### src/rtl/trc_pkg.sv
// trc_pkg: shared types and constants of the tile map rectangle collision block.
// Payload structs, the queued operation, register codes and reset values.
// No dependencies.
`timescale 1ns / 1ps
`default_nettype none

package trc_pkg;

  localparam int unsigned CFG_IDX_W  = 2;
  localparam int unsigned CFG_DATA_W = 9;
  // holds tile counts up to the largest MAX_COLS / MAX_ROWS (1024)
  localparam int unsigned DIM_W      = 11;

  localparam logic [8:0] MAP_WIDTH_RST  = 9'd256;
  localparam logic [6:0] MAP_HEIGHT_RST = 7'd64;

  typedef enum logic [CFG_IDX_W-1:0] {
    CFG_MAP_WIDTH  = 2'd0,
    CFG_MAP_HEIGHT = 2'd1
  } cfg_reg_e;

  typedef enum logic {
    CMD_WRITE = 1'b0,
    CMD_QUERY = 1'b1
  } cmd_e;

  typedef struct packed {
    logic               command;
    logic [13:0]        tile_index;
    logic [7:0]         tile_id;
    logic signed [15:0] hit_left;
    logic signed [15:0] hit_top;
    logic signed [15:0] hit_right;
    logic signed [15:0] hit_bottom;
  } trc_in_t;

  typedef struct packed {
    logic        hit;
    logic [13:0] chip_left;
    logic [11:0] chip_top;
    logic [13:0] chip_right;
    logic [11:0] chip_bottom;
  } trc_out_t;

  typedef struct packed {
    logic               is_query;
    logic               wr_en;
    logic [13:0]        tile_index;
    logic [7:0]         tile_id;
    logic signed [15:0] hl;
    logic signed [15:0] ht;
    logic signed [15:0] hr;
    logic signed [15:0] hb;
    logic [DIM_W-1:0]   cols;
    logic [DIM_W-1:0]   rows;
  } trc_op_t;

endpackage

`default_nettype wire

### src/rtl/trc_fifo.sv
// trc_fifo: two-entry queue of classified operations between front and back.
// Depends on trc_pkg.
`timescale 1ns / 1ps
`default_nettype none

module trc_fifo import trc_pkg::*; (
  input  wire logic    clk_i,
  input  wire logic    rst_ni,
  input  wire logic    push_i,
  input  wire trc_op_t push_data_i,
  output logic         full_o,
  input  wire logic    pop_i,
  output logic         valid_o,
  output trc_op_t      pop_data_o
);

  trc_op_t    slot_q [2];
  logic       wr_ptr_q, wr_ptr_d;
  logic       rd_ptr_q, rd_ptr_d;
  logic [1:0] cnt_q, cnt_d;

  assign full_o     = (cnt_q == 2'd2);
  assign valid_o    = (cnt_q != 2'd0);
  assign pop_data_o = slot_q[rd_ptr_q];

  always_comb begin
    wr_ptr_d = wr_ptr_q;
    rd_ptr_d = rd_ptr_q;
    cnt_d    = cnt_q;
    if (push_i) begin
      wr_ptr_d = !wr_ptr_q;
    end
    if (pop_i) begin
      rd_ptr_d = !rd_ptr_q;
    end
    if (push_i && !pop_i) begin
      cnt_d = cnt_q + 2'd1;
    end else if (pop_i && !push_i) begin
      cnt_d = cnt_q - 2'd1;
    end
  end

  always_ff @(posedge clk_i or negedge rst_ni) begin
    if (!rst_ni) begin
      wr_ptr_q <= 1'b0;
      rd_ptr_q <= 1'b0;
      cnt_q    <= 2'd0;
    end else begin
      wr_ptr_q <= wr_ptr_d;
      rd_ptr_q <= rd_ptr_d;
      cnt_q    <= cnt_d;
    end
  end

  always_ff @(posedge clk_i) begin
    if (push_i) begin
      slot_q[wr_ptr_q] <= push_data_i;
    end
  end

endmodule

`default_nettype wire

### config.mk
export PLATFORM = sky130hd
export DESIGN_NAME = trc_fifo
export DESIGN_NICKNAME = d
export VERILOG_FILES = /design/src/rtl/trc_pkg.sv /design/src/rtl/trc_fifo.sv
export SDC_FILE = /design/constraint.sdc
export NUM_CORES = 1
export LEC_CHECK = 0
export BUFFER_PORTS_ARGS = -buffer_cell sky130_fd_sc_hd__buf_4
export CELL_PAD_IN_SITES_DETAIL_PLACEMENT = 2
export CELL_PAD_IN_SITES_GLOBAL_PLACEMENT = 2
export CORE_UTILIZATION = 41
export DETAILED_ROUTE_END_ITERATION = 6
export PLACE_DENSITY_LB_ADDON = 0.2
export SLEW_MARGIN = 20
export SYNTH_ARGS = -nofsm -noshare
export SYNTH_HDL_FRONTEND = slang
export SYNTH_SLANG_ARGS = --single-unit
export TNS_END_PERCENT = 20
### constraint.sdc
create_clock -name clk_i -period 14.5 [get_ports clk_i]
set_input_delay 1.45 -clock clk_i [delete_from_list [all_inputs] [get_ports clk_i]]
set_output_delay 1.45 -clock clk_i [all_outputs]
set_load 0.1 [all_outputs]
==> reports/qor_table.md <==
| Quantity | This run | Unit |
|---|---|---|
| Dominant cell type by area after synthesis | edfxtp_1 | - |
| Gate count after technology mapping | 358 | - |
| Number of clock sinks | 224 | - |
| Number of endpoints with negative hold slack in the final report | 0 | - |
| Number of core rows | 51 | - |
| Max Clock Freq | 230.1 | MHz |
| Setup-violating endpoint count in the final report | 0 | - |
| Fraction of synthesized cell area taken by the top area cell type | 80.99 | % |
| Portion of netlist area occupied by mux cells | 15.19 | % |
| Total number of yosys warnings | 0 | - |
| Clk_lat worst skew | 0.51 | ns |
| Total Negative Setup Slacks | 0 | ns |
| Cells on Worst Hold Path | 1 | - |
| Horizontal die dimension | 143.0 | um |
| Worst Setup End Kind | output port | - |
| First-pass GRT wire length | 28470 | um |
| Sum of overflow across all layers after global routing | 0 | - |
| Shortest clock period the worst path allows after layout | 4.345 | ns |
| Detailed-route wire length per cell | 22.19 | um |
| TritonCTS clock tree | yes | - |
| Leading cell types by total area after synthesis | edfxtp_1, mux2_2, buf_6 | - |
| Slew Viols, Final | 0 | - |
| FF+latch area | 0.006710 | mm2 |
| Vertical die dimension | 143.0 | um |
| Cell area after synthesis | 0.008157 | mm2 |
| Post-detail-place hpwl | 13150 | um |
| Final Wtd Congestion | 0.7121 | - |
| Num ports | 226 | - |
| Area of the die | 0.02046 | mm2 |
| Initial cell density of the core | 41.91 | % |
| Maximum number of pins on one net before global-route repair | 65 | - |
| Initial antenna violation count | 0 | - |
| Maximum fanout encountered on the critical timing path | 64 | - |
| Per-cell via count in the routed design | 4.744 | - |
| Combinational family with the most area after synthesis | multiplexers | - |
| Number of unique standard cell types used by synthesis | 13 | - |
| CP Class | reg -> out | - |
| Worst EP arrival | 2.90 | ns |
| Register bit total from synthesis | 224 | - |
| M1 wire length | 7261 | um |
| Via count of the first global-routing pass | 4703 | - |
| Worst Setup Start Kind | flop | - |
| Antenna Diode Count | 0 | - |
| Sequential cell area fraction in the yosys report | 82.22 | % |
| Max Cap Viol | 0 | - |
| RSZ-0062 raised after global routing | false | - |
| Final antenna-violating net count | 0 | - |
| Nets in the synthesized netlist | 473 | - |
| Residual DRC count | 0 | - |
| Outcome | finished clean | - |
| Highest metal layer with signal wires | met4 | - |
| Compound-Gate Fraction of Synth Area | 0 | % |
| Post-cts repair resize count | 0 | - |
| Depth of the most critical reg-to-reg path | 2 | - |
| Count of hold buffers inserted by post-cts repair | 0 | - |
| Parity-gate share of the synthesized area counting xor and xnor cells | 0.5369 | % |
| Buffer depth of the longest clock path | 3 | - |
| Area share of fa/ha/maj cells after synthesis | 0.1534 | % |
| Transition time at the pin with the least slew margin | 0.8708 | ns |
| Core ar. | 0.01946 | mm2 |
| Setup Fix Bufs, Post-CTS | 0 | - |
| Clock buffer count from CTS | 24 | - |
| H-tree level count | 1 | - |
| Required arrival time at the worst endpoint | 13.05 | ns |
| Multi-input gate area | 0.001334 | mm2 |
| DRC marker count from the first detailed-route iteration | 117 | - |
| Fraction of layout instances using a drive strength above 1 | 60.84 | % |
| Post-CTS clock slew at the launch and capture registers of the worst setup and hold paths | 0.06 | ns |
| Worst clock skew | 0.006058 | ns |
| Worst Hold Class | reg -> reg | - |
| Cell at the root of the clock tree | clkbuf_16 | - |
| Part of the cycle the worst path needs | 29.97 | % |
| Port bufs | 225 | - |
| Avg Inst Size Synth | 22.78 | um2 |
| First-pass detailed-route iteration total | 4 | - |
| All-Layer GR Usage | 19.06 | % |
| NumNets Final | 716 | - |
| Reg-to-reg setup timing slack | 12.19 | ns |
| Remaining max-slew budget at the tightest pin | 41.94 | % |
| Routed wl met2 | 10480 | um |
| Fillcell total | 1669 | - |
| Area growth syn-to-layout | 32.87 | % |
| Sum of routed wire length over all layers | 19590 | um |
| End-of-flow core utilization | 55.69 | % |
| Length of routed met3 wiring | 1557 | um |
| Routed vias | 4189 | - |
| Share of synthesized cell area in and, or, nand and nor gates | 0.3528 | % |
| Worst hold margin | 0.5170 | ns |
==> registers in the layout (all words and copies together), names as in the netlist <==
name and flops:
wr_ptr_q 1, rd_ptr_q 1, slot_q 220, cnt_q 2
==> final timing paths <==
path                                            from                      to
max in group asynchronous                     rst_ni    rd_ptr_q$_DFFE_PN0P_
worst max-delay path            rd_ptr_q$_DFFE_PN0P_          pop_data_o[31]
min in group asynchronous                     rst_ni    cnt_q[0]$_DFFE_PN0P_
worst min-delay path            cnt_q[1]$_DFFE_PN0P_    cnt_q[1]$_DFFE_PN0P_
worst min register to register  cnt_q[1]$_DFFE_PN0P_    cnt_q[1]$_DFFE_PN0P_
worst max register to register  wr_ptr_q$_DFFE_PN0P_  slot_q[1][0]$_DFFE_PP_
==> cells in the final DEF (no fill, tap or decap), drive strengths merged, types with 2 or more instances in the layout <==
| cell type | n |
|---|---|
| buf | 229 |
| edfxtp | 220 |
| mux2 | 110 |
| clkbuf | 33 |
| clkinv | 8 |
| xor2 | 4 |
| dfrtp | 4 |
| nor2b | 2 |
==> cell type report <==
class,count,area share [%]
inverters,1,0.03463
clock inverters,10,0.6811
repair buffers,229,15.86
well taps,265,3.059
flip-flops and latches,224,61.91
clock buffers,33,6.142
multi-input cells,121,12.31
==> cell families after synthesis <==
family | Yosys count
buffers and inverters | 13
xor gates and xnor gates | 5
and+or+nand+nor | 5
muxes | 110
adders and majority gates | 1
DFF | 224
==> routing by layer <==
layer	vias to the layer above	track usage [%]
met3	24	5.198
met5	-	0
met1	2109	21.91
li1	1904	-
met2	152	34.58
met4	0	5.376
==> stage by stage <==
step / instance area, um2 / setup slack (ns) / cells
finish: 10840 / 10.15 / 883
global route: 10840 / 10.00 / 883
CTS: 10840 / 10.06 / 883
detailed placement: 10100 / 10.63 / 840
global placement: 10100 / 10.63 / 840
floorplan: 8157 / 7.678 / 358
==> synthesized netlist by cell type <==
master / number
inv_1: 1
dfrtp_1: 4
ha_1: 1
buf_6: 10
nor2b_1: 2
mux2_2: 110
nor2_1: 1
xor2_1: 4
edfxtp_1: 220
buf_2: 2
or2_2: 1
and2_1: 1
xnor2_1: 1
==> worst max-delay path, stage by stage, from the launching register on <==
cell     delay (ns)
dfrtp_4        0.85
buf_4          0.81
mux2_2         0.45
buf_4          0.24
Power is left out: the tool's default activity adds up to more than one toggle a clock period on the data nets, which glitch-free logic cannot reach.
