<file path="src/rtl/trc_pkg.sv">
// trc_pkg: shared types and constants of the tile map rectangle collision block.
// Payload structs, the queued operation, register codes and reset values.
// No dependencies.
`timescale 1ns / 1ps
`default_nettype none

package trc_pkg;

  localparam int unsigned CFG_IDX_W  = 2;
  localparam int unsigned CFG_DATA_W = 9;
  // holds tile counts up to the largest MAX_COLS / MAX_ROWS (1024)
  localparam int unsigned DIM_W      = 11;

  localparam logic [8:0] MAP_WIDTH_RST  = 9'd256;
  localparam logic [6:0] MAP_HEIGHT_RST = 7'd64;

  typedef enum logic [CFG_IDX_W-1:0] {
    CFG_MAP_WIDTH  = 2'd0,
    CFG_MAP_HEIGHT = 2'd1
  } cfg_reg_e;

  typedef enum logic {
    CMD_WRITE = 1'b0,
    CMD_QUERY = 1'b1
  } cmd_e;

  typedef struct packed {
    logic               command;
    logic [13:0]        tile_index;
    logic [7:0]         tile_id;
    logic signed [15:0] hit_left;
    logic signed [15:0] hit_top;
    logic signed [15:0] hit_right;
    logic signed [15:0] hit_bottom;
  } trc_in_t;

  typedef struct packed {
    logic        hit;
    logic [13:0] chip_left;
    logic [11:0] chip_top;
    logic [13:0] chip_right;
    logic [11:0] chip_bottom;
  } trc_out_t;

  typedef struct packed {
    logic               is_query;
    logic               wr_en;
    logic [13:0]        tile_index;
    logic [7:0]         tile_id;
    logic signed [15:0] hl;
    logic signed [15:0] ht;
    logic signed [15:0] hr;
    logic signed [15:0] hb;
    logic [DIM_W-1:0]   cols;
    logic [DIM_W-1:0]   rows;
  } trc_op_t;

endpackage

`default_nettype wire

</file>
<file path="src/rtl/trc_front.sv">
// trc_front: accepts input transactions and configuration writes, classifies them.
// Holds the map size registers, saturates them and range-checks tile writes.
// Depends on trc_pkg.
`timescale 1ns / 1ps
`default_nettype none

module trc_front import trc_pkg::*; #(
  parameter int unsigned MAX_COLS = 256,
  parameter int unsigned MAX_ROWS = 64
) (
  input  wire logic                  clk_i,
  input  wire logic                  rst_ni,
  input  wire logic                  in_valid_i,
  output logic                       in_ready_o,
  input  wire trc_in_t               in_data_i,
  input  wire logic                  cfg_valid_i,
  output logic                       cfg_ready_o,
  input  wire logic [CFG_IDX_W-1:0]  cfg_index_i,
  input  wire logic [CFG_DATA_W-1:0] cfg_data_i,
  input  wire logic                  clearing_i,
  input  wire logic                  q_full_i,
  output logic                       q_push_o,
  output trc_op_t                    q_data_o
);

  localparam int unsigned DEPTH = MAX_COLS * MAX_ROWS;

  logic [8:0] map_width_q, map_width_d;
  logic [6:0] map_height_q, map_height_d;

  assign cfg_ready_o = 1'b1;

  always_comb begin
    map_width_d  = map_width_q;
    map_height_d = map_height_q;
    if (cfg_valid_i) begin
      case (cfg_reg_e'(cfg_index_i))
        CFG_MAP_WIDTH:  map_width_d  = cfg_data_i;
        CFG_MAP_HEIGHT: map_height_d = cfg_data_i[6:0];
        default: ;
      endcase
    end
  end

  always_ff @(posedge clk_i or negedge rst_ni) begin
    if (!rst_ni) begin
      map_width_q  <= MAP_WIDTH_RST;
      map_height_q <= MAP_HEIGHT_RST;
    end else begin
      map_width_q  <= map_width_d;
      map_height_q <= map_height_d;
    end
  end

  assign in_ready_o = !q_full_i && !clearing_i;
  assign q_push_o   = in_valid_i && in_ready_o;

  always_comb begin
    q_data_o.is_query   = (in_data_i.command == CMD_QUERY);
    q_data_o.wr_en      = (32'(in_data_i.tile_index) < DEPTH);
    q_data_o.tile_index = in_data_i.tile_index;
    q_data_o.tile_id    = in_data_i.tile_id;
    q_data_o.hl         = in_data_i.hit_left;
    q_data_o.ht         = in_data_i.hit_top;
    q_data_o.hr         = in_data_i.hit_right;
    q_data_o.hb         = in_data_i.hit_bottom;
    if (32'(map_width_q) > MAX_COLS) begin
      q_data_o.cols = DIM_W'(MAX_COLS);
    end else begin
      q_data_o.cols = DIM_W'(map_width_q);
    end
    if (32'(map_height_q) > MAX_ROWS) begin
      q_data_o.rows = DIM_W'(MAX_ROWS);
    end else begin
      q_data_o.rows = DIM_W'(map_height_q);
    end
  end

endmodule

`default_nettype wire

</file>
<file path="config.mk">
export PLATFORM = sky130hd
export DESIGN_NAME = trc_front
export DESIGN_NICKNAME = d
export VERILOG_FILES = /design/src/rtl/trc_pkg.sv /design/src/rtl/trc_front.sv
export SDC_FILE = /design/constraint.sdc
export NUM_CORES = 1
export LEC_CHECK = 0
export ABC_CLOCK_PERIOD_IN_PS = 1370
export BUFFER_PORTS_ARGS = -buffer_cell sky130_fd_sc_hd__buf_4
export CAP_MARGIN = 20
export CORE_AREA = 3 3 82 84
export DETAILED_ROUTE_END_ITERATION = 10
export DIE_AREA = 0 0 85 87
export GPL_ROUTABILITY_DRIVEN = 1
export PLACE_DENSITY = 0.7
export SYNTH_ARGS = -nofsm -noshare
export SYNTH_HDL_FRONTEND = slang
export SYNTH_SLANG_ARGS = --single-unit
</file>
<file path="constraint.sdc">
create_clock -name clk_i -period 1.37 [get_ports clk_i]
set_input_delay 0.137 -clock clk_i [delete_from_list [all_inputs] [get_ports clk_i]]
set_output_delay 0.137 -clock clk_i [all_outputs]
set_load 0.05 [all_outputs]
</file>
==> impl_metrics.env, run 1 <==
export IMPL_yosys_top_cells_area="buf_4 (49%), dfrtp_1 (24%), mux2_2 (12%)"
export IMPL_critical_path_class="register to output pin"
export IMPL_rsz0062_at_grt="no"
export IMPL_required_ns=1.23
export IMPL_first_pass_iters=2
export IMPL_area_delta_synth_final_pct=-19.8
export IMPL_drv_cap=0
export IMPL_gp_congestion=0.695
export IMPL_final_nets=203
export IMPL_rows=28
export IMPL_clock_sinks=16
export IMPL_setup_viol=0
export IMPL_die_area_um2=7400
export IMPL_vias_per_cell=3.77
export IMPL_grt_max_degree=17
export IMPL_period_needed_ns=1.30
export IMPL_post_cts_buffers=0
export IMPL_synth_top_area_frac=0.494
export IMPL_die_x_um=85
export IMPL_num_antenna_cells=0
export IMPL_ys_seq_elements=16
export IMPL_port_buffers=34
export IMPL_finalHoldViolCount=0
export IMPL_synthCells=150
export IMPL_end_kind="output pin"
export IMPL_io_pins=217
export IMPL_drive_above_1_share=0.612
export IMPL_fmax_mhz=769
export IMPL_antenna_left=0
export IMPL_fillerInstances=647
export IMPL_h_tree_depth=1
export IMPL_grt_pass1_vias=728
export IMPL_numCtsBuffers=3
export IMPL_fin_worst_skew_ns=0
export IMPL_crit_family="flip-flops"
export IMPL_cts_clk_slew_worst_paths_ns=0.06
export IMPL_syn_area_per_cell_um2=9.63
export IMPL_core_area_um2=5990
export IMPL_start_kind="register"
export IMPL_p_leak_nw=0.529
export IMPL_yosysWarnings=0
export IMPL_ys_seq_area_frac=0.279
export IMPL_outcome="complete, no violations"
export IMPL_crit_fanout=10
export IMPL_synth_top_area_cell="buf_4"
export IMPL_worst_path_max_delay_cell="dfstp_2"
export IMPL_wirelength_um=3410
export IMPL_routedWlPerCell_um=19.7
export IMPL_initial_utilization=0.241
export IMPL_p_per_area_nw_per_um2=1560
export IMPL_tritoncts="built"
export IMPL_drc=0
export IMPL_max_stage_delay_ns=0.64
export IMPL_post_route_period_util=0.950
export IMPL_crit_chain="nor2b_1 -> buf_4"
export IMPL_peakVddDrop_uv=899
export IMPL_slew_viol_final=0
export IMPL_hp_class="input port to register"
export IMPL_grt_use_total=0.0863
export IMPL_worstSkewPairLatency_ns=0.24
export IMPL_antenna_found_initial=0
export IMPL_via_count=653
export IMPL_critPathBufInv=1
export IMPL_dp_cells=168
export IMPL_tns_ns=0
export IMPL_drt_iter0_drc=16
export IMPL_fp_dieH_um=87
export IMPL_clk_path_buf_depth=2
export IMPL_worst_ep_arrival_time_ns=1.16
export IMPL_syn_cell_area_um2=1440
export IMPL_grt_ovfl_total=0
export IMPL_ys_types=12
export IMPL_grt_first_pass_wirelength_um=4800
export IMPL_cts_root_buf="clkbuf_8"
export IMPL_stdcell_count=173
## synth_stat cells
| master | number |
|---|---|
| conb_1 | 2 |
| nor2b_1 | 14 |
| dfstp_2 | 2 |
| buf_6 | 1 |
| nor3b_2 | 1 |
| nand3b_2 | 1 |
| dfrtp_1 | 14 |
| mux2_2 | 16 |
| buf_4 | 95 |
| nor2_1 | 1 |
| and2_1 | 1 |
| clkbuf_1 | 2 |
## flip-flops by register name, indices dropped and copies added, names as in the netlist
name,count
map_width_q,9
map_height_q,7
## path summary, 6_finish.rpt
kind	from	to	slack, ns	cells past startpoint
max in group asynchronous	rst_ni	map_width_q[8]$_DFFE_PN1P_	0.84	2
hold / removal	cfg_data_i[1]	map_height_q[1]$_DFFE_PN0P_	0.13	2
setup reg to reg	map_width_q[8]$_DFFE_PN1P_	map_width_q[8]$_DFFE_PN1P_	0.50	1
setup / recovery	map_width_q[8]$_DFFE_PN1P_	q_data_o[14]	0.07	2
hold reg to reg	map_height_q[4]$_DFFE_PN0P_	map_height_q[4]$_DFFE_PN0P_	0.50	1
min in group asynchronous	rst_ni	map_width_q[1]$_DFFE_PN0P_	0.29	2
## cells by family after synthesis
family / Yosys count / synth area share
flops: 16 / 0.279
simple gates: 18 / 0.0841
buf+inv: 98 / 0.507
mux: 16 / 0.125
other cells: 2 / 0.00520
## stage by stage
stage | power [W] | utilization | hold slack [ns] | setup slack (ns) | cell area, um^2
6_report | 0.00180 | 0.193 | 0.132 | 0.0688 | 1160
5_1_grt | 0.00190 | 0.193 | 0.125 | 0.00271 | 1160
4_1_cts | 0.00183 | 0.193 | 0.127 | 0.0394 | 1160
3_5_place_dp | 0.00141 | 0.183 | 0.00892 | 0.268 | 1090
3_3_place_gp | 0.00140 | 0.183 | 0.00618 | 0.292 | 1090
2_1_floorplan | 0.00187 | - | -0.159 | 0.141 | 1470
## cell usage in the layout (no fill, tap or decap)
| cell type | netlist | final |
|---|---|---|
| buf_4 | 95 | 35 |
| mux2_2 | 16 | 16 |
| nor2b_1 | 14 | 14 |
| dfrtp_1 | 14 | 14 |
| conb_1 | 2 | 8 |
| clkbuf_8 | 0 | 4 |
| dfstp_2 | 2 | 2 |
| nor2_2 | 0 | 1 |
| and2_1 | 1 | 1 |
| nor3b_2 | 1 | 1 |
| nand3b_2 | 1 | 1 |
| dlygate4sd3_1 | 0 | 1 |
## power breakdown
group | switching (W) | total, W | internal [W]
combinational | 0.000500 | 0.000760 | 0.000260
sequential | 0.0000645 | 0.000636 | 0.000572
clock | 0.000151 | 0.000406 | 0.000254
## routing by layer
metal / vias up / part of all wire / track usage
met5: - / 0 / 0
met4: 0 / 0.060 / 0.0633
met3: 14 / 0.25 / 0.0927
met2: 99 / 0.47 / 0.132
met1: 282 / 0.21 / 0.0614
li1: 258 / - / -
## cell type report
| cell class | count | area (um^2) | share of cell area |
|---|---|---|---|
| Tap cell | 75 | 93.8 | 0.0810 |
| Multi-Input combinational cell | 42 | 334 | 0.288 |
| Clock buffer | 4 | 55.1 | 0.0475 |
| Sequential cell | 16 | 403 | 0.348 |
| Timing Repair Buffer | 36 | 273 | 0.235 |
## repair_timing
action,4_1_cts,5_1_grt
hold buffers,1,0
endpoints found under the setup margin,0,0
resized for setup,0,0
hold endpoints to repair,16,0
No activity file was read; power rests on OpenSTA's default activity.
==> inputs of run 2 (changes only) <==
SETUP_SLACK_MARGIN = 0.5   (was default)
==> run 2 against run 1 <==
Worst hold slack got worse by 0.014 ns. Non-clock buffer count increased by 8. Sequential power fell by 1%. First-iteration DRC count rose by 75%. Die area stayed put. Via count up 3.8%. Combinational power increased by 46%. Setup slack worse by 0.034 ns. Flip-flop and latch count stayed put. Critical path type unchanged. Largest power group unchanged.
==> impl_metrics.env, run 2 (same netlist as run 1, synthesis figures left out) <==
export IMPL_outcome="complete, no violations"
export IMPL_die_area_um2=7400
export IMPL_post_route_period_util=0.974
export IMPL_initial_utilization=0.241
export IMPL_drt_iter0_drc=28
export IMPL_slew_viol_final=0
export IMPL_area_delta_synth_final_pct=1.04
export IMPL_antenna_left=0
export IMPL_worst_ep_arrival_time_ns=1.20
export IMPL_fillerInstances=645
export IMPL_stdcell_count=180
export IMPL_min_delay_start="cfg_data_i[7]"
export IMPL_final_area_um2=1460
export IMPL_dp_hpwl_um=1830
export IMPL_num_antenna_cells=0
export IMPL_critical_path_class="register to output pin"
export IMPL_fmax_mhz=749
export IMPL_grt_max_degree=17
export IMPL_gp_congestion=0.665
export IMPL_worstSkewPairLatency_ns=0.25
export IMPL_start_kind="register"
export IMPL_port_buffers=34
export IMPL_seq_area_um2=407
export IMPL_regToRegStartpoint="map_width_q[8]$_DFFE_PN1P_"
export IMPL_die_x_um=85
export IMPL_vias_per_cell=3.77
export IMPL_fin_worst_skew_ns=0
export IMPL_setup_ws_ns=0.0353
export IMPL_cts_clk_slew_worst_paths_ns=0.07
export IMPL_layout_common_cells="buf_4 (20), buf_6 (15), dfrtp_1 (14), mux2_4 (10), conb_1 (8)"
export IMPL_antenna_found_initial=0
export IMPL_drive_above_1_share=0.781
export IMPL_grt_use_total=0.0718
export IMPL_required_ns=1.23
export IMPL_grt_ovfl_total=0
export IMPL_rows=28
export IMPL_grt_first_pass_wirelength_um=4000
export IMPL_wirelength_um=2610
export IMPL_setup_viol=0
export IMPL_finalHoldViolCount=0
export IMPL_dp_slack_ns=0.239
export IMPL_largest_reg_flops=9
export IMPL_end_kind="output pin"
export IMPL_core_area_um2=5990
export IMPL_peakVddDrop_uv=498
export IMPL_p_per_area_nw_per_um2=1440
export IMPL_reg2reg_to="map_width_q[8]$_DFFE_PN1P_"
export IMPL_crit_fanout=3
export IMPL_crit_end="q_data_o[16]"
export IMPL_numCtsBuffers=3
export IMPL_dpl_cell_area_um2=1180
export IMPL_cts_root_buf="clkbuf_8"
export IMPL_regMostFlops="map_width_q"
export IMPL_final_common_cell="buf_4"
export IMPL_clk_path_buf_depth=2
export IMPL_via_count=678
export IMPL_grt_pass1_vias=784
export IMPL_clock_sinks=16
export IMPL_crit_start="map_width_q[8]$_DFFE_PN1P_"
export IMPL_period_needed_ns=1.33
export IMPL_p_leak_nw=0.685
export IMPL_fp_dieH_um=87
export IMPL_worstRegToRegCells=4
export IMPL_tritoncts="built"
export IMPL_drv_cap=0
export IMPL_tns_ns=0
export IMPL_rsz0062_at_grt="yes"
export IMPL_hp_class="input port to register"
export IMPL_io_pins=217
export IMPL_first_pass_iters=2
export IMPL_top_regs="map_width_q: 9 flops, map_height_q: 7 flops"
export IMPL_reg2reg_slack_ns=0.20
export IMPL_dp_cells=168
export IMPL_final_nets=211
export IMPL_routedWlPerCell_um=14.5
export IMPL_drc=0
export IMPL_multi_input_area_um2=463
export IMPL_h_tree_depth=1
==> run 2: cell types whose count changed in the layout (fill, tap and decap cells not counted), moves of 7 or more <==
cell     before  now
buf_4        35   20
buf_6         0   15
buf_8         0    7
mux2_2       16    6
mux2_4        0   10
nor2b_1      14    0
nor2b_2       0    7
nor2b_4       0    7
==> run 2: area by class of cell <==
| cell class | count | area share |
|---|---|---|
| multi-input combinational | 42 | 0.317 |
| timing repair buffer | 44 | 0.311 |
| sequential | 16 | 0.279 |
| tap | 75 | 0.0643 |
| clock buffer | 3 | 0.0283 |
==> run 2: metrics by stage <==
stage	total power, W	hold slack, ns	util
after floorplan	0.00196	-0.159	-
after global placement	0.00147	0.0203	0.198
after detailed placement	0.00148	0.0223	0.198
after CTS	0.00206	0.107	0.232
after global routing	0.00222	0.105	0.244
final	0.00209	0.118	0.244
==> run 2: what timing repair did <==
item                                    4_1_cts  5_1_grt
hold endpoints to repair                     16        0
hold buffers                                  1        0
gates resized for setup                      28       13
endpoints found under the setup margin       18       19
setup buffers                                 7        1
==> run 2: worst max-delay path, stage by stage, from the launching register on <==
cell and delay, ns:
dfstp_4 0.63, buf_6 0.13, nor2b_2 0.05, buf_6 0.15
==> run 2: worst min-delay path by stage <==
stage                                   to  slack (ns)  depth (start not counted)
2_1_floorplan  map_height_q[0]$_DFFE_PN0P_       -0.16                          0
3_3_place_gp    map_width_q[2]$_DFFE_PN0P_        0.02                          1
3_5_place_dp    map_width_q[2]$_DFFE_PN0P_        0.02                          1
4_1_cts         map_width_q[7]$_DFFE_PN0P_        0.11                          2
5_1_grt         map_width_q[8]$_DFFE_PN1P_        0.10                          2
6_report        map_width_q[7]$_DFFE_PN0P_        0.12                          2
==> run 2: power by group <==
| group | leakage [nW] | internal [W] | switching, W | total (W) |
|---|---|---|---|---|
| registers | 0.187 | 0.000575 | 0.0000522 | 0.000627 |
| clock network | 0.0216 | 0.000195 | 0.000165 | 0.000360 |
| logic | 0.476 | 0.000514 | 0.000593 | 0.00111 |
| total | 0.685 | 0.00128 | 0.000811 | 0.00209 |
==> run 2: layer usage <==
metal,part of all wire,global-route usage,vias up
met2,0.46,0.108,48
met4,0.063,0.0561,0
met1,0.37,0.0756,324
li1,-,-,274
met5,0,0,-
met3,0.11,0.0369,32
==> inputs of run 3 (changes only) <==
ABC_AREA = 1   (was default)
CORE_AREA = 3 3 84 86   (was 3 3 82 84)
DIE_AREA = 0 0 87 89   (was 0 0 85 87)
PLACE_DENSITY = 0.69   (was 0.7)
==> run 3 against run 2 <==
The run now ends with negative setup slack left. Largest power group unchanged. Combinational power fell by 6%. Die area rose by 4.7%. Sequential power fell by 3.5%. Global-route usage rose by 1.1 points. Design area rose by 10%. Wire length rose by 30%. Clock power rose by 13%. Worst hold slack improved by 0.018 ns.
==> impl_metrics.env, run 3 <==
export IMPL_seqPwrFrac=0.295
export IMPL_fin_worst_skew_ns=0
export IMPL_yosysWarnings=0
export IMPL_synth_compound_gate_area_share=0.0881
export IMPL_reg2reg_to="map_height_q[6]$_DFFE_PN1P_"
export IMPL_async_reset_ff_frac=1.00
export IMPL_h_tree_depth=1
export IMPL_drv_cap=0
export IMPL_dp_cells=224
export IMPL_dp_hpwl_um=2910
export IMPL_ys_seq_elements=16
export IMPL_first_pass_iters=4
export IMPL_drive_above_1_share=0.571
export IMPL_period_needed_ns=1.53
export IMPL_stdcell_count=240
export IMPL_gp_congestion=0.743
export IMPL_die_area_um2=7740
export IMPL_routedWlPerCell_um=14.1
export IMPL_setup_ws_ns=-0.156
export IMPL_p_leak_nw=0.793
export IMPL_holdPathStages=3
export IMPL_ys_seq_area_frac=0.253
export IMPL_slew_viol_final=0
export IMPL_regMostFlops="map_width_q"
export IMPL_wirelength_um=3390
export IMPL_synthCells=204
export IMPL_via_count=921
export IMPL_crit_fanout=6
export IMPL_hp_class="input port to register"
export IMPL_start_kind="register"
export IMPL_final_nets=268
export IMPL_violations="negative setup slack"
export IMPL_p_sw_w=0.000827
export IMPL_antenna_left=0
export IMPL_dominantRegCellSynth="dfrtp_1"
export IMPL_outcome="finished, violations left"
export IMPL_p_per_area_nw_per_um2=1270
export IMPL_regToRegStartpoint="map_height_q[6]$_DFFE_PN1P_"
export IMPL_synthTopCellsByCount="buf_4 (95), nor2_1 (26), inv_1 (23)"
export IMPL_synth_edf_count=0
export IMPL_synth_top_area_cell="buf_4"
export IMPL_min_delay_start="cfg_data_i[7]"
export IMPL_num_antenna_cells=0
export IMPL_die_x_um=87
export IMPL_p_int_w=0.00122
export IMPL_finalHoldViolCount=0
export IMPL_final_common_cell="buf_4"
export IMPL_layout_common_cells="buf_4 (29), inv_1 (22), nand2_1 (15), o21ai_2 (14), dfrtp_1 (14)"
export IMPL_grt_max_degree=19
export IMPL_crit_top_cell="nor2_4"
export IMPL_drt_iter0_drc=8
export IMPL_area_delta_synth_final_pct=1.18
export IMPL_ys_types=16
export IMPL_tritoncts="built"
export IMPL_port_buffers=34
export IMPL_grt_first_pass_wirelength_um=4940
export IMPL_hold_end="map_width_q[7]$_DFFE_PN0P_"
export IMPL_cts_clk_slew_worst_paths_ns=0.06
export IMPL_largest_reg_flops=9
export IMPL_critical_path_class="register to output pin"
export IMPL_numCtsBuffers=3
export IMPL_worstSkewPairLatency_ns=0.24
export IMPL_fillerInstances=679
export IMPL_end_kind="output pin"
export IMPL_synthMostInstantiatedCell="buf_4"
export IMPL_synth_xor_xnor_area_share=0
export IMPL_tns_ns=-0.936
export IMPL_clock_sinks=16
export IMPL_required_ns=1.23
export IMPL_initial_utilization=0.251
export IMPL_post_route_period_util=1.11
export IMPL_antenna_found_initial=0
export IMPL_synth_top_area_frac=0.448
export IMPL_cts_root_buf="clkbuf_8"
export IMPL_peakVddDrop_uv=491
export IMPL_grt_use_total=0.0824
export IMPL_synthAdderAreaFrac=0
export IMPL_core_area_um2=6350
export IMPL_muxShareOfSynthArea=0
export IMPL_clk_path_buf_depth=2
export IMPL_worst_ep_arrival_time_ns=1.39
export IMPL_reg2reg_slack_ns=0.51
export IMPL_synth_top_family_by_area="buffers and inverters"
export IMPL_grt_pass1_vias=954
export IMPL_fp_dieH_um=89
export IMPL_p_clk_frac=0.199
export IMPL_fmax_mhz=655
export IMPL_rows=29
export IMPL_syn_cell_area_um2=1590
export IMPL_io_pins=217
export IMPL_yosys_area_share_simple=0.133
export IMPL_worstRegToRegCells=3
export IMPL_grt_ovfl_total=0
export IMPL_crit_chain="nor2_1 -> nand2_1 -> nor2_2 -> nor2_4 -> buf_12 -> nor2_4 -> buf_6"
export IMPL_pwr_share_comb=0.506
export IMPL_vias_per_cell=3.84
export IMPL_top_regs="map_width_q: 9 flops, map_height_q: 7 flops"
export IMPL_dp_slack_ns=0.0372
export IMPL_rsz0062_at_grt="yes"
export IMPL_syn_area_per_cell_um2=7.80
export IMPL_yosys_top_cells_area="buf_4 (45%), dfrtp_1 (22%), o21ai_2 (7.7%)"
export IMPL_drc=0
export IMPL_worst_path_max_delay_cell="dfrtp_1"
export IMPL_setup_viol=10
export IMPL_max_stage_delay_ns=0.40
export IMPL_switching_share=0.403
## run 3: cell count changes after synthesis, sizes merged, moves of 2 or more
cell / change
nor2: +26
inv: +23
nand2: +18
mux2: -16
nor2b: -14
o21ai: +14
a21oi: +2
## run 3: per-stage QoR
stage | total power [W] | util | hold slack [ns] | area (um^2)
detailed placement | 0.00147 | 0.213 | 0.00721 | 1350
floorplan | 0.00196 | - | -0.159 | 1740
CTS | 0.00205 | 0.248 | 0.134 | 1580
global route | 0.00217 | 0.254 | 0.157 | 1610
finish | 0.00205 | 0.254 | 0.136 | 1610
global placement | 0.00146 | 0.213 | 0.00731 | 1350
## run 3: metal layers
metal  GRT usage  vias up  share of wire
met4      0.0340        0          0.025
met5           0        -              0
met3      0.0507       16           0.17
met2       0.148       70           0.51
met1      0.0744      414           0.30
li1            -      421              -
## run 3: what timing repair did
action                     CTS  global route
pin swaps                   10             5
setup endpoints to repair   16            17
hold buffers                 1             0
gates resized for setup     24             3
setup buffers                8             3
hold endpoints to repair    16             0
## run 3: final cells by class
cell class	count	area [um^2]	area share
Timing Repair Buffer	48	462	0.287
Inverter	23	88.8	0.0552
Clock buffer	4	55.1	0.0342
Tap cell	77	96.3	0.0598
Multi-Input combinational cell	72	505	0.314
Sequential cell	16	403	0.250
## run 3: worst max-delay path: cells and delay by family, from the launching register on
kind,cells,cell delay (ns)
DFF,1,0.40
buffers and inverters,2,0.30
and+or+nand+nor,5,0.44
## run 3: cells by family after synthesis
group           after synthesis
other cells                   2
flops                        16
simple gates                 48
buf+inv                     122
compound gates               16
## run 3: worst max path at each step
stage | depth (start not counted) | to | startpoint | slack [ns]
after floorplan | 5 | q_data_o[11] | map_width_q[5]$_DFFE_PN0P_ | 0.18
after global placement | 4 | q_data_o[11] | map_width_q[8]$_DFFE_PN1P_ | 0.05
after detailed placement | 4 | q_data_o[11] | map_width_q[8]$_DFFE_PN1P_ | 0.04
after CTS | 7 | q_data_o[12] | map_width_q[1]$_DFFE_PN0P_ | -0.19
after global routing | 7 | q_data_o[11] | map_width_q[1]$_DFFE_PN0P_ | -0.24
final | 7 | q_data_o[17] | map_width_q[4]$_DFFE_PN0P_ | -0.16
## run 3: power by group through the flow
stage	Combinational (W)	Sequential (W)	Clock (W)
global route	0.00111	0.000617	0.000437
global placement	0.000839	0.000620	0
detailed placement	0.000848	0.000623	0
floorplan	0.00134	0.000616	0
finish	0.00104	0.000605	0.000408
CTS	0.00102	0.000607	0.000418
